<file path="src/rtl/rsc_pkg.sv">
`timescale 1ns / 1ps
// ----------------------------------------------------------------------------
// rsc_pkg: GF(256) arithmetic and codes for the RS(8,6) codec
// Field helpers, elaboration-time tables and encoder constants shared by the
// syndrome unit and the codec pipeline.
// ----------------------------------------------------------------------------
package rsc_pkg;

  localparam int          NUM_BYTES = 8;
  localparam int          NUM_INFO  = 6;
  localparam logic [7:0]  GF_RED    = 8'h1D;
  localparam logic [7:0]  GF_TOP    = 8'h80;
  localparam logic [7:0]  GF_ALPHA  = 8'h02;
  localparam int          GF_ORDER  = 255;

  typedef logic [7:0] gf_t;
  typedef gf_t gf_tab_t [256];

  typedef enum logic {
    OP_ENC = 1'b0,
    OP_DEC = 1'b1
  } opcode_t;

  typedef enum logic [1:0] {
    ST_CLEAN = 2'd0,
    ST_FIXED = 2'd1,
    ST_FAIL  = 2'd2
  } status_t;

  // Shift-and-add product; with a constant operand it folds to an XOR network.
  function automatic gf_t gf_mul(input gf_t x, input gf_t y);
    gf_t acc;
    gf_t a;
    gf_t b;
    acc = '0;
    a   = x;
    b   = y;
    for (int k = 0; k < 8; k++) begin
      if (b[0]) acc = acc ^ a;
      if ((a & GF_TOP) != 8'h00) a = (a << 1) ^ GF_RED;
      else a = a << 1;
      b = b >> 1;
    end
    return acc;
  endfunction

  // Powers of alpha; entry 255 repeats entry 0 so every index is defined.
  function automatic gf_tab_t gf_exp_table();
    gf_tab_t t;
    gf_t     v;
    v = 8'h01;
    for (int k = 0; k < 256; k++) begin
      t[k] = v;
      v = gf_mul(v, GF_ALPHA);
    end
    return t;
  endfunction

  // Discrete log; the entry for zero is never used and reads as zero.
  function automatic gf_tab_t gf_log_table();
    gf_tab_t t;
    gf_t     v;
    for (int k = 0; k < 256; k++) t[k] = 8'h00;
    v = 8'h01;
    for (int k = 0; k < GF_ORDER; k++) begin
      t[v] = 8'(k);
      v = gf_mul(v, GF_ALPHA);
    end
    return t;
  endfunction

  function automatic gf_t gf_inv(input gf_t x);
    gf_t r;
    r = 8'h00;
    for (int k = 1; k < 256; k++) begin
      if (gf_mul(x, 8'(k)) == 8'h01) r = 8'(k);
    end
    return r;
  endfunction

  localparam gf_tab_t GF_EXP = gf_exp_table();
  localparam gf_tab_t GF_LOG = gf_log_table();

  // Parity bytes solve a 2x2 system in the two partial syndromes.
  localparam gf_t ENC_DET  = gf_mul(GF_EXP[6], GF_EXP[14]) ^ gf_mul(GF_EXP[7], GF_EXP[12]);
  localparam gf_t ENC_IDET = gf_inv(ENC_DET);
  localparam gf_t P6_S0    = gf_mul(GF_EXP[14], ENC_IDET);
  localparam gf_t P6_S1    = gf_mul(GF_EXP[7], ENC_IDET);
  localparam gf_t P7_S0    = gf_mul(GF_EXP[12], ENC_IDET);
  localparam gf_t P7_S1    = gf_mul(GF_EXP[6], ENC_IDET);

endpackage

</file>
<file path="src/rtl/rsc_syndrome.sv">
`timescale 1ns / 1ps
// ----------------------------------------------------------------------------
// rsc_syndrome: syndrome evaluation for the RS(8,6) codec
// Evaluates the word polynomial at alpha and alpha^2 with constant multipliers.
// ----------------------------------------------------------------------------
module rsc_syndrome
  import rsc_pkg::*;
(
  input  logic [63:0] word,
  output gf_t         syn0,
  output gf_t         syn1
);

  always_comb begin
    syn0 = '0;
    syn1 = '0;
    for (int i = 0; i < NUM_BYTES; i++) begin
      syn0 = syn0 ^ gf_mul(word[8*i +: 8], GF_EXP[8'(i)]);
      syn1 = syn1 ^ gf_mul(word[8*i +: 8], GF_EXP[8'(2*i)]);
    end
  end

endmodule

</file>
<file path="src/rtl/rs_8_6_gf256_codec.sv">
`timescale 1ns / 1ps
// ----------------------------------------------------------------------------
// rs_8_6_gf256_codec: RS(8,6) encoder and single-byte corrector over GF(256)
// A word is taken at every rising edge where start is high and busy is low;
// in_opcode picks encode (parity into bytes 6 and 7) or decode and correct.
// busy is high only while rst_n is low, so one word can enter every cycle.
// Four register stages: syndromes, log lookup plus parity, error locator,
// output register. The result passes through these stages in order and
// stays on out_codeword_out and out_status for one cycle, marked by out_valid.
// Throughput is one word per cycle; the depth is set by the syndrome
// XOR trees, the 256-entry log tables and the locator subtract and select.
// out_status is 0 for a clean or encoded word, 1 when one byte was fixed and
// 2 when the word cannot be corrected, which then passes through unchanged.
// The receiver cannot hold results off, so the pipeline never stalls.
// A synchronous reset clears every stage valid bit; words in flight are lost.
// The block keeps no state between words.
// ----------------------------------------------------------------------------
module rs_8_6_gf256_codec
  import rsc_pkg::*;
(
  input  logic        clk,
  input  logic        rst_n,
  input  logic        start,
  output logic        busy,
  input  logic        in_opcode,
  input  logic [63:0] in_data_word,
  output logic        out_valid,
  output logic [63:0] out_codeword_out,
  output logic [1:0]  out_status
);

  logic        accept;
  logic [63:0] word_in;
  gf_t         syn0;
  gf_t         syn1;

  // Stage 1: syndromes
  logic        v1_r, v1_nxt;
  opcode_t     op1_r;
  logic [63:0] word1_r;
  gf_t         syn0_1_r;
  gf_t         syn1_1_r;

  // Stage 2: logs and parity
  logic        v2_r;
  opcode_t     op2_r;
  logic [63:0] word2_r, word2_nxt;
  gf_t         syn0_2_r;
  gf_t         log0_r;
  gf_t         log1_r;
  logic        zero0_r;
  logic        zero1_r;

  // Stage 3: locator
  logic        v3_r;
  opcode_t     op3_r;
  logic [63:0] word3_r;
  status_t     status3_r, status3_nxt;
  gf_t         err3_r, err3_nxt;
  logic [2:0]  pos3_r;
  logic [8:0]  diff;
  logic [8:0]  err_pos;

  // Stage 4: output
  logic        out_valid_r;
  logic [63:0] out_word_r, out_word_nxt;
  status_t     out_status_r;

  assign busy    = ~rst_n;
  assign accept  = start & ~busy;
  assign v1_nxt  = accept;
  // Encode ignores the incoming bytes 6 and 7.
  assign word_in = (opcode_t'(in_opcode) == OP_ENC) ?
                   {16'h0000, in_data_word[47:0]} : in_data_word;

  rsc_syndrome u_syndrome (
    .word (word_in),
    .syn0 (syn0),
    .syn1 (syn1)
  );

  always_ff @(posedge clk) begin
    if (!rst_n) begin
      v1_r        <= 1'b0;
      v2_r        <= 1'b0;
      v3_r        <= 1'b0;
      out_valid_r <= 1'b0;
    end else begin
      v1_r        <= v1_nxt;
      v2_r        <= v1_r;
      v3_r        <= v2_r;
      out_valid_r <= v3_r;
    end
  end

  always_ff @(posedge clk) begin
    op1_r    <= opcode_t'(in_opcode);
    word1_r  <= word_in;
    syn0_1_r <= syn0;
    syn1_1_r <= syn1;
  end

  always_comb begin
    word2_nxt = word1_r;
    if (op1_r == OP_ENC) begin
      word2_nxt[55:48] = gf_mul(syn0_1_r, P6_S0) ^ gf_mul(syn1_1_r, P6_S1);
      word2_nxt[63:56] = gf_mul(syn0_1_r, P7_S0) ^ gf_mul(syn1_1_r, P7_S1);
    end
  end

  always_ff @(posedge clk) begin
    op2_r    <= op1_r;
    word2_r  <= word2_nxt;
    syn0_2_r <= syn0_1_r;
    log0_r   <= GF_LOG[syn0_1_r];
    log1_r   <= GF_LOG[syn1_1_r];
    zero0_r  <= (syn0_1_r == 8'h00);
    zero1_r  <= (syn1_1_r == 8'h00);
  end

  // The error position is log(s1) - log(s0) modulo the field order.
  assign diff    = {1'b0, log1_r} - {1'b0, log0_r};
  assign err_pos = diff[8] ? (diff + 9'(GF_ORDER)) : diff;

  always_comb begin
    case (err_pos[2:0])
      3'd0:    err3_nxt = gf_mul(syn0_2_r, GF_EXP[8'((GF_ORDER - 0) % GF_ORDER)]);
      3'd1:    err3_nxt = gf_mul(syn0_2_r, GF_EXP[8'(GF_ORDER - 1)]);
      3'd2:    err3_nxt = gf_mul(syn0_2_r, GF_EXP[8'(GF_ORDER - 2)]);
      3'd3:    err3_nxt = gf_mul(syn0_2_r, GF_EXP[8'(GF_ORDER - 3)]);
      3'd4:    err3_nxt = gf_mul(syn0_2_r, GF_EXP[8'(GF_ORDER - 4)]);
      3'd5:    err3_nxt = gf_mul(syn0_2_r, GF_EXP[8'(GF_ORDER - 5)]);
      3'd6:    err3_nxt = gf_mul(syn0_2_r, GF_EXP[8'(GF_ORDER - 6)]);
      3'd7:    err3_nxt = gf_mul(syn0_2_r, GF_EXP[8'(GF_ORDER - 7)]);
      default: err3_nxt = syn0_2_r;
    endcase
  end

  always_comb begin
    if (op2_r == OP_ENC) begin
      status3_nxt = ST_CLEAN;
    end else if (zero0_r && zero1_r) begin
      status3_nxt = ST_CLEAN;
    end else if (zero0_r || zero1_r) begin
      status3_nxt = ST_FAIL;
    end else if (err_pos >= 9'(NUM_BYTES)) begin
      status3_nxt = ST_FAIL;
    end else begin
      status3_nxt = ST_FIXED;
    end
  end

  always_ff @(posedge clk) begin
    op3_r     <= op2_r;
    word3_r   <= word2_r;
    status3_r <= status3_nxt;
    err3_r    <= err3_nxt;
    pos3_r    <= err_pos[2:0];
  end

  always_comb begin
    out_word_nxt = word3_r;
    if (status3_r == ST_FIXED) begin
      out_word_nxt[8*pos3_r +: 8] = word3_r[8*pos3_r +: 8] ^ err3_r;
    end
  end

  always_ff @(posedge clk) begin
    out_word_r   <= out_word_nxt;
    out_status_r <= status3_r;
  end

  assign out_valid        = out_valid_r;
  assign out_codeword_out = out_word_r;
  assign out_status       = out_status_r;

  a_latency: assert property (@(posedge clk) disable iff (!rst_n)
    accept |-> ##4 out_valid)
    else $error("accepted word did not reach the output after four cycles");

  a_enc_clean: assert property (@(posedge clk) disable iff (!rst_n)
    (v3_r && op3_r == OP_ENC) |=> (out_status == ST_CLEAN))
    else $error("encoded word reported a nonzero status");

  a_fix_changes: assert property (@(posedge clk) disable iff (!rst_n)
    (v3_r && status3_r == ST_FIXED) |=> (out_codeword_out != $past(word3_r)))
    else $error("corrected word left unchanged");

  a_fail_passes: assert property (@(posedge clk) disable iff (!rst_n)
    (v3_r && status3_r == ST_FAIL) |=> (out_codeword_out == $past(word3_r)))
    else $error("uncorrectable word was modified");

endmodule

</file>
<file path="config.mk">
export PLATFORM = sky130hd
export DESIGN_NAME = rs_8_6_gf256_codec
export DESIGN_NICKNAME = d
export VERILOG_FILES = /design/src/rtl/rsc_pkg.sv /design/src/rtl/rsc_syndrome.sv /design/src/rtl/rs_8_6_gf256_codec.sv
export SDC_FILE = /design/constraint.sdc
export NUM_CORES = 1
export LEC_CHECK = 0
export BUFFER_PORTS_ARGS = -buffer_cell sky130_fd_sc_hd__buf_4
export CAP_MARGIN = 5
export CORE_UTILIZATION = 60
export CTS_CLUSTER_SIZE = 25
export DETAILED_ROUTE_END_ITERATION = 12
export PLACE_DENSITY = 0.8
export REMOVE_ABC_BUFFERS = 1
export SLEW_MARGIN = 40
export SYNTH_ARGS = -nofsm -noshare
export SYNTH_HDL_FRONTEND = slang
export SYNTH_HIERARCHICAL = 1
export SYNTH_SLANG_ARGS = --single-unit
</file>
<file path="constraint.sdc">
create_clock -name clk -period 3.01 [get_ports clk]
set_input_delay 0.1505 -clock clk [delete_from_list [all_inputs] [get_ports clk]]
set_output_delay 0.1505 -clock clk [all_outputs]
set_load 0.03 [all_outputs]
</file>
==> reports/summary.md, run 1 <==
The run stopped with a tool error. It got as far as global routing and failed there. The tool reported: "[ERROR GRT-0183] Net _1061_: the 3D maze router ran out of legal paths (heap underflow) - the net is boxed in by local congestion or blockages". Synthesis produced a netlist whose cell count is 1,921. The number of synthesized flops with an enable pin is 0, and the synthesized area per cell is 9.22 µm². Summed over all nets, the half-perimeter wirelength after detailed placement is 53,400 µm.

The combined area of all synthesized cells is 17,700 µm². After the last repair the worst path ends at a register data pin. Once global-route timing repair stopped, the endpoint with the least setup slack was out_codeword_out[16]$_DFF_P_/D. The number of antenna violations at the first check in global routing came out at 21.

For the number of H-tree branching levels, the log shows 1. The die is 174 µm tall. Buffers added to address setup during post-CTS repair amount to 0. The total of flip-flops plus latches after synthesis is 319.

The run gives 136 as the number of top-level pins. The fraction of synthesized cell area taken by the top area cell type is 0.361, and the number of buffers added on ports is 135. Synthesis instantiated 86 different standard cells from the library. Cell type with the highest aggregate area in the netlist: sky130_fd_sc_hd__dfxtp_1. For the number of sinks handled by clock tree synthesis, the log shows 319. After synthesis, the cell types taking the most area are sky130_fd_sc_hd__dfxtp_1, sky130_fd_sc_hd__xnor2_1, sky130_fd_sc_hd__ha_1. The tools report the buffer cell driving the clock tree root as sky130_fd_sc_hd__clkbuf_16. The floorplan has 62 rows. Chip width: 174 µm. During synthesis, Yosys emitted a total of 6 warnings.

The final weighted congestion in routability-driven placement was 1.18. The fraction of registers with async set or reset after synthesis is 0. The initial standard-cell utilization of the core was 0.614. Clock tree synthesis inserted a total of 30 buffers. The tools report the share of the yosys chip area belonging to registers as 0.361. The most frequently used flop master after synthesis was sky130_fd_sc_hd__dfxtp_1. The run gives 3 as the maximum root-to-sink buffer count.

Pin count of the biggest net entering global routing: 144.
through the flow:
stage          utilization  hold slack [ns]  area [µm²]  std cells  worst slack (ns)
4_1_cts              0.730           0.0303       21100       2510            0.0599
3_3_place_gp         0.671            0.270       19400       2402             0.282
2_1_floorplan            -            0.178       17000       1772             -2.53
3_5_place_dp         0.672            0.276       19400       2402             0.359
synthesized netlist by cell type (12+ instances only):
| cell type | n |
|---|---|
| sky130_fd_sc_hd__o311ai_0 | 21 |
| sky130_fd_sc_hd__o211ai_1 | 26 |
| sky130_fd_sc_hd__o221ai_1 | 12 |
| sky130_fd_sc_hd__nor2_1 | 106 |
| sky130_fd_sc_hd__clkbuf_1 | 52 |
| sky130_fd_sc_hd__mux4_2 | 21 |
| sky130_fd_sc_hd__buf_4 | 24 |
| sky130_fd_sc_hd__ha_1 | 46 |
| sky130_fd_sc_hd__dfxtp_1 | 319 |
| sky130_fd_sc_hd__a21oi_1 | 110 |
| sky130_fd_sc_hd__nor2b_1 | 38 |
| sky130_fd_sc_hd__nand2_1 | 119 |
| sky130_fd_sc_hd__a22o_1 | 48 |
| sky130_fd_sc_hd__and2_1 | 37 |
| sky130_fd_sc_hd__nor3_1 | 44 |
| sky130_fd_sc_hd__xnor2_1 | 198 |
| sky130_fd_sc_hd__o31ai_1 | 15 |
| sky130_fd_sc_hd__a31oi_1 | 34 |
| sky130_fd_sc_hd__mux2i_1 | 16 |
| sky130_fd_sc_hd__xnor3_1 | 20 |
| sky130_fd_sc_hd__nand2b_1 | 47 |
| sky130_fd_sc_hd__nand3_1 | 58 |
| sky130_fd_sc_hd__a221oi_1 | 16 |
| sky130_fd_sc_hd__a311oi_1 | 28 |
| sky130_fd_sc_hd__mux2_2 | 23 |
| sky130_fd_sc_hd__a211oi_1 | 19 |
| sky130_fd_sc_hd__xor2_1 | 44 |
| sky130_fd_sc_hd__o21ai_0 | 109 |
| sky130_fd_sc_hd__buf_2 | 56 |
| sky130_fd_sc_hd__inv_1 | 30 |
kinds of logic after synthesis:
kind of cell,count (synthesis),share of synthesized area
AOI/OAI and AO/OA,526,0.204
xor gates and xnor gates,273,0.156
adders and majority gates,47,0.0336
buffers and inverters,183,0.0500
DFF,319,0.361
muxes,60,0.0504
and+or+nand+nor,513,0.145
timing repair:
action | 4_1_cts
hold endpoints to repair | 53
pin swaps | 0
setup endpoints to repair | 5
hold buffers | 52
gates resized for setup | 1
==> run 2: changes to the inputs <==
--- a/config.mk
+++ b/config.mk
@@ -7,10 +7,9 @@
 export LEC_CHECK = 0
 export BUFFER_PORTS_ARGS = -buffer_cell sky130_fd_sc_hd__buf_4
 export CAP_MARGIN = 5
-export CORE_UTILIZATION = 60
-export CTS_CLUSTER_SIZE = 25
+export CORE_UTILIZATION = 40
 export DETAILED_ROUTE_END_ITERATION = 12
-export PLACE_DENSITY = 0.8
+export PLACE_DENSITY_LB_ADDON = 0.15
 export REMOVE_ABC_BUFFERS = 1
 export SLEW_MARGIN = 40
 export SYNTH_ARGS = -nofsm -noshare
==> run 2 against run 1 <==
The run now ends clean. Synthesized area unchanged. Synthesized cell count unchanged.
==> reports/summary.md, run 2 <==
The number of buffers added on ports came out at 135 (unchanged). The cell type with the highest aggregate area in the netlist is sky130_fd_sc_hd__dfxtp_1. STA classifies the critical path startpoint as an input pin. Yosys instantiated no cell more often than sky130_fd_sc_hd__dfxtp_1. Ranked by total cell area, the synthesized netlist is headed by sky130_fd_sc_hd__dfxtp_1, sky130_fd_sc_hd__xnor2_1, sky130_fd_sc_hd__ha_1. In the layout the commonest cells are sky130_fd_sc_hd__dfxtp_1, sky130_fd_sc_hd__buf_4, sky130_fd_sc_hd__xnor2_1.

After synthesis, the most frequently instantiated cells are sky130_fd_sc_hd__dfxtp_1, sky130_fd_sc_hd__xnor2_1, sky130_fd_sc_hd__nand2_1. Arrival time of data at the critical path endpoint: 3.19 ns. The detailed router used layers up to and including met4. The number of failing hold endpoints at the final stage is 0, and the power density over the cells is 1470 nW/µm². Synthesized-area fraction occupied by and/or/nand/nor cells: 0.145 (unchanged). TritonCTS built the clock tree. For the maximum root-to-sink buffer count, the log shows 3 (unchanged). The kind of path behind the tightest hold check is input pin to flip-flop. For this design the static power due to leakage is 8.69 nW.

The total area inside the core boundary comes to 43,400 µm². The routed via count divided by cell count is 6.00, and the post-synthesis mux area share is 0.0504 (unchanged). Detailed routing placed a total of 34,000 µm of wire on met2.

The library cell used most frequently in the layout, excluding fill and tap cells, is sky130_fd_sc_hd__dfxtp_1. The switching power as a share of total power works out to 0.500. The fraction of synthesized cell area taken by the top area cell type is 0.361 (unchanged), and the final wirelength is 75,200 µm.

Summing internal, switching and leakage power gives 32.0 mW. Setup repair after global routing left no endpoint under its margin. The post-synthesis compound-gate area fraction came out at 0.204 (unchanged). The analysis attributes to net switching a power of 16.0 mW. The proportion of power drawn by flip-flops and latches came out at 0.186. The tools report the unique cell type count in the Yosys netlist as 86 (unchanged). The finished cells cover 21,700 µm².

Summed over all nets, wire length on met3 after detailed routing comes to 6980 µm. The later pin in the worst-skew pair is clocked with a latency of 0.56 ns. The run gives 0 ns as the total negative slack. The synthesized area per cell came out at 9.22 µm² (unchanged). At the pin with the least slew margin, the transition time is 0.884 ns.

The tools report the overall die area as 45,100 µm². The first TritonRoute pass finished after 6 iterations. Once detail routing completed, the nets flagged for antenna violations numbered 0. The total CTS buffers was 36 (+20%); the post-cts sizing count was 0 (-1). The total overflow reported by the global router was 0; the total of flip-flops plus latches after synthesis was 319 (unchanged). The clock transition time at the flip-flop clock pins of the worst setup and hold paths was 0.07 ns; the maximum ir drop on the vdd rail was 0.519 mV. The worst relative slew slack is 0.406, and the number of synthesized flops with an enable pin is 0 (unchanged).

The kind of capture point of the worst setup path is a flip-flop. The number of buffers inserted by hold repair at cts was 53 (+1.9%). In the final routing, the length of wire on met1 measures 29,600 µm. The logs give 110 for the pin count of the biggest net entering global routing and 2,264 for the net total in the final layout. Total setup violations reported at the end of the flow: 0. Detailed routing inserted a total of 16,545 vias.

The number of placement rows was 76 (+23%); the number of antenna violations at the first check in global routing was 4. The worst path needs 2.78 ns of the cycle, external delays included. The number of sinks handled by clock tree synthesis is 319 (unchanged), and the warning count from the yosys run is 6 (unchanged).

The number of H-tree branching levels is 2 (+1), and the area after detailed placement is 20,000 µm² (+3.3%). Post-route fraction of the period consumed by the critical path: 0.924. Between clock sinks in the finished design, the worst skew comes to 0.0274 ns.

The number of violations of the max-capacitance limit came out at 0. Final routed wire length divided by cell count: 27.3 µm. The number of pins with negative max-slew slack in the final report was 0; the number of fill cells was 4,126. The first global-routing pass estimated 108,000 µm of wire.

Post-synthesis xor/xnor area fraction: 0.156 (unchanged). The die outline height is 212 µm (+22%), and the fraction of registers with async set or reset after synthesis is 0 (unchanged). Among all flip-flop cells after synthesis, the most frequent one is sky130_fd_sc_hd__dfxtp_1.

The logs give 17,700 µm² (unchanged) for the combined area of all synthesized cells and 3.42 ns for the worst path required time. Adder-cell share of the synthesized area: 0.0336 (unchanged). After the first detailed-routing iteration, the DRC count stood at 1,930. The chip width is 212 µm (+22%), and the maximum fanout encountered on the critical timing path is 17.

For the part of the power in combinational logic, the log shows 0.679. The fraction of layout cells with a size suffix above 1 is 0.203. The number of remaining DRC errors is 0. The share of power burned in the clock network is 0.134. The global-route usage over all layers came out at 0.329. The largest family of logic cells by synthesized area was compound AO/OA/AOI/OAI gates. The flow ran to the end, and the final reports show no timing, DRC or antenna violations. The tools report the internal power component as 16.0 mW. The number of top-level pins is 136 (unchanged).

The post-CTS setup repair buffer count is 0 (unchanged), and the maximum clock frequency is 360 MHz. Across all hold checks on the routed design, the worst slack comes to 0.0219 ns. Post-synthesis cell count: 1,921 (unchanged). The buffer cell driving the clock tree root was sky130_fd_sc_hd__clkbuf_16. The final weighted congestion in routability-driven placement was 1.04 (-12%); the via count of the first global-routing pass was 15,985. The critical path is of the input pin to flip-flop type.

Compared with the post-synthesis result, the final layout area differs by 22.7%. For the share of the yosys chip area belonging to registers, the log shows 0.361 (unchanged). The initial standard-cell utilization of the core was 0.408 (-0.205). The post-DP HPWL was 56,100 µm (+5.1%).
[run 2: cell counts after synthesis]
Identical to the previous run, type by type.
[run 2: through the flow]
step / utilization / std cells / setup WS (ns)
after global placement: 0.461 / 2643 / 0.176
after CTS: 0.501 / 2758 / 0.199
after floorplan: - / 1772 / -2.53
after global routing: 0.501 / 2758 / 0.0901
final: 0.501 / 2759 / 0.230
after detailed placement: 0.462 / 2643 / 0.204
[run 2: power by group through the flow]
stage               Clock [mW]  Combinational, mW  Sequential (mW)
floorplan                    0               11.5             6.97
global placement             0               21.3             6.02
detailed placement           0               21.0             6.03
CTS                       4.39               21.1             5.95
global route              4.56               22.8             6.04
finish                    4.30               21.8             5.97
[run 2: metal layers]
metal  vias to the layer above  global-route usage
met5                         -                   0
met1                      7841               0.412
met3                       260              0.0625
met2                      1063               0.529
met4                         0               0.190
li1                       7381                   -
[run 2: area by class of cell]
cell class	instances	area (µm²)	area share
clock buffers	47	1010	0.0466
diodes	1	2.50	0.000115
clock inverters	15	158	0.00726
multi-input cells	1419	10500	0.482
repair buffers	339	2830	0.130
inverters	34	128	0.00587
flip-flops and latches	319	6400	0.295
well taps	585	732	0.0337
[run 2: worst paths after layout]
path	start	end	slack (ns)	cells after the start
setup / recovery	in_opcode	syn1_1_r[0]	0.23	8
hold / removal	in_data_word[56]	word1_r[56]	0.02	2
setup reg to reg	syn1_1_r[0]	log1_r[6]	0.24	9
hold reg to reg	word2_r[62]	word3_r[62]	0.32	0
[run 2: logic make-up after synthesis]
kind of cell	count (synthesis)
mux	60
flops	319
simple gates	513
xor+xnor	273
fa+ha+maj	47
buf+inv	183
compound gates	526
[run 2: worst max-delay path: stages]
cell,delay [ns]
sky130_fd_sc_hd__dlygate4sd3_1,0.53
sky130_fd_sc_hd__buf_4,0.18
sky130_fd_sc_hd__and2_1,0.28
sky130_fd_sc_hd__xnor2_1,0.57
sky130_fd_sc_hd__xnor2_1,0.17
sky130_fd_sc_hd__xnor2_1,0.42
sky130_fd_sc_hd__xnor3_1,0.50
sky130_fd_sc_hd__xor2_1,0.38
Power figures use the tool's default switching activity.
==> run 3: changes to the inputs <==
--- a/config.mk
+++ b/config.mk
@@ -9,6 +9,7 @@
 export CAP_MARGIN = 5
 export CORE_UTILIZATION = 40
 export DETAILED_ROUTE_END_ITERATION = 12
+export GPL_TIMING_DRIVEN = 0
 export PLACE_DENSITY_LB_ADDON = 0.15
 export REMOVE_ABC_BUFFERS = 1
 export SLEW_MARGIN = 40
==> run 3 against run 2 <==
Fmax down 6.2%. Combinational power fell by 9.6%. Sequential share of layout area increased by 1.1 points. Critical path type is now flip-flop to flip-flop. Highest routed layer unchanged. Critical endpoint is now log1_r[5]. Largest power group unchanged.
==> reports/summary.md, run 3 (same netlist as run 2, synthesis figures left out) <==
The standard cell with the maximum stage delay on the critical path was sky130_fd_sc_hd__a2111oi_0. The number of violations of the max-capacitance limit is 0 (unchanged). Net total in the final layout: 2,143 (-5.3%). The logs give 45,100 µm² (unchanged) for the overall die area and 337 MHz (-6.2%) for the maximum clock frequency.

The flow ran to the end, and the final reports show no timing, DRC or antenna violations. The tools report the number of top-level pins as 136 (unchanged). The delay of the slowest cell on the worst path is 0.57 ns (about the same). For the core region area, the log shows 43,400 µm² (unchanged).

The tools report the total overflow reported by the global router as 0 (unchanged). The chip width was 212 µm (unchanged); the maximum root-to-sink buffer count was 3 (unchanged). The clock transition time at the flip-flop clock pins of the worst setup and hold paths is 0.06 ns (about the same), and the multi-input combinational cell area is 10,600 µm² (+1.1%). The run gives 0.408 (unchanged) as the initial standard-cell utilization of the core. The slew at the pin closest to its max-slew limit was 0.915 ns (+0.0304 ns); the number of pins with negative max-slew slack in the final report was 0 (unchanged). For the area after detailed placement, the log shows 19,100 µm² (-4.5%).

The setup path with the least slack is of type flip-flop to flip-flop. The count of vias placed by the detailed router was 15,866 (-4.1%). The post-DP HPWL came out at 51,000 µm (-9.0%). Setup repair after global routing left no endpoint under its margin.

The number of fill cells was 4,175 (+1.2%). Largest delay contributor family on the critical path: compound AO/OA/AOI/OAI gates. Total CTS buffers: 35 (-2.8%). The worst relative slew slack is 0.389 (-0.0168), and the number of failing hold endpoints at the final stage is 0 (unchanged). The power density over the cells is 1460 nW/µm² (-1.1%), and the post-route fraction of the period consumed by the critical path is 0.985 (+0.0612).

The signal on the critical path passes through buf_16, inv_4, ha_2, inv_1, o21ai_0, a221oi_1, a2111oi_0, nor4_1. Minimum clock period: 2.96 ns (+0.184 ns). The tools report the number of placement rows as 76 (unchanged).

The run gives 2,507 (-5.1%) as the total instance count after detailed placement. The maximum fanout encountered on the critical timing path works out to 20 (+3). The tools report the worst clock skew as 0.0123 ns (-0.0151 ns). The number of antenna diodes is 0 (-1), and the final routed wire length divided by cell count is 26.8 µm (-1.6%). Pin count of the biggest net entering global routing: 61 (-45%). STA classifies the critical path endpoint as a flip-flop.

The number of H-tree branching levels is 2 (unchanged). The leakage power summed over all cells is 8.12 nW (-6.6%), and the layout-stage area growth over the synthesis result is 18.8%. The number of buffers added on ports is 135 (unchanged).

Commonest non-fill, non-tap cell in the layout: sky130_fd_sc_hd__dfxtp_1. The final weighted congestion in routability-driven placement was 1.00 (-3.7%); the number of antenna violations at the first check in global routing was 0 (-4). The run gives 6440 µm² (+0.59%) as the storage element area. The tightest min-delay check is of the input pin to flip-flop type. Number of antenna-violating nets in the routed design: 0 (unchanged). The global-route usage over all layers is 0.309 (-0.0205), and the number of DRC markers after the initial detailed-route iteration is 1,702 (-12%). The wire length of the first global-routing pass was 102,000 µm (-5.4%).

The run gives 70,700 µm (-5.9%) as the final wirelength. The total negative slack is 0 ns (unchanged). The number of remaining DRC errors is 0 (unchanged), and the routed via count divided by cell count is 6.02 (+0.33%).

The logs give 30.7 mW (-4.3%) for the power after layout and 319 (unchanged) for the number of sinks handled by clock tree synthesis. The final instance count without filler cells was 2,637 (-4.4%); the via count of the first global-routing pass was 15,331 (-4.1%). The type of origin of the critical path is a flip-flop.

For the final standard cell area without fillers, the log shows 21,000 µm² (-3.2%). The worst path required time was 3.40 ns (-0.02 ns). The tools report the buffer cell driving the clock tree root as sky130_fd_sc_hd__clkbuf_16. The critical path buffer and inverter count is 3 (+1). Die outline height: 212 µm (unchanged). The fraction of layout cells with a size suffix above 1 was 0.177 (-0.0260); the maximum ir drop on the vdd rail was 0.569 mV (+9.7%). The detailed-routing iteration count for the pre-antenna-repair pass was 6 (unchanged).

Leaving out fill and tap cells, the most frequent cells in the layout are sky130_fd_sc_hd__dfxtp_1, sky130_fd_sc_hd__xnor2_1, sky130_fd_sc_hd__buf_4. The arrival time of data at the critical path endpoint is 3.35 ns (+0.16 ns). The clock latency on the worst-skew pair was 0.54 ns (-0.02 ns); the total setup violations reported at the end of the flow was 0 (unchanged). TritonCTS built the clock tree.
==> run 3: final cells by class <==
cell class                 instances  area share
multi-input combinational       1419       0.503
sequential                       319       0.306
timing repair buffer             219      0.0946
clock buffer                      46      0.0450
tap                              585      0.0348
clock inverter                    15     0.00946
inverter                          34     0.00696
==> run 3: worst paths after layout <==
check / from / endpoint / slack [ns] / cells after the start
max: syn1_1_r[0] / log1_r[5] / 0.05 / 8
min: in_data_word[56] / word1_r[56] / 0.06 / 2
max reg2reg: syn1_1_r[0] / log1_r[5] / 0.05 / 8
min reg2reg: word2_r[46] / word3_r[46] / 0.32 / 0
==> run 3: repair_timing <==
action | CTS | global route
hold endpoints to repair | 54 | 0
buffers inserted | 8 | 8
pin swaps | 1 | 1
setup endpoints to repair | 24 | 57
gates resized for setup | 22 | 15
hold buffers | 53 | 0
==> run 3: metrics by stage <==
stage / hold slack, ns / setup WS [ns] / util
final: 0.0602 / 0.0453 / 0.485
after global routing: 0.0427 / 0.00779 / 0.485
after CTS: 0.0282 / 0.0156 / 0.483
after detailed placement: 0.272 / -1.02 / 0.441
after global placement: 0.271 / -5.65 / 0.431
after floorplan: 0.178 / -2.53 / -
==> run 3: where the power goes <==
group | total [mW] | switching, mW | internal [mW] | leakage [nW]
Combinational | 19.7 | 12.2 | 7.48 | 4.87
Sequential | 6.67 | 1.45 | 5.22 | 2.69
Clock | 4.26 | 1.75 | 2.51 | 0.559
==> run 3: per-layer routing <==
| metal | vias to the layer above | global-route usage | share of wire |
|---|---|---|---|
| li1 | 7145 | - | - |
| met1 | 7535 | 0.395 | 0.40 |
| met2 | 966 | 0.493 | 0.45 |
| met3 | 220 | 0.0578 | 0.088 |
| met4 | 0 | 0.162 | 0.057 |
| met5 | - | 0 | 0 |
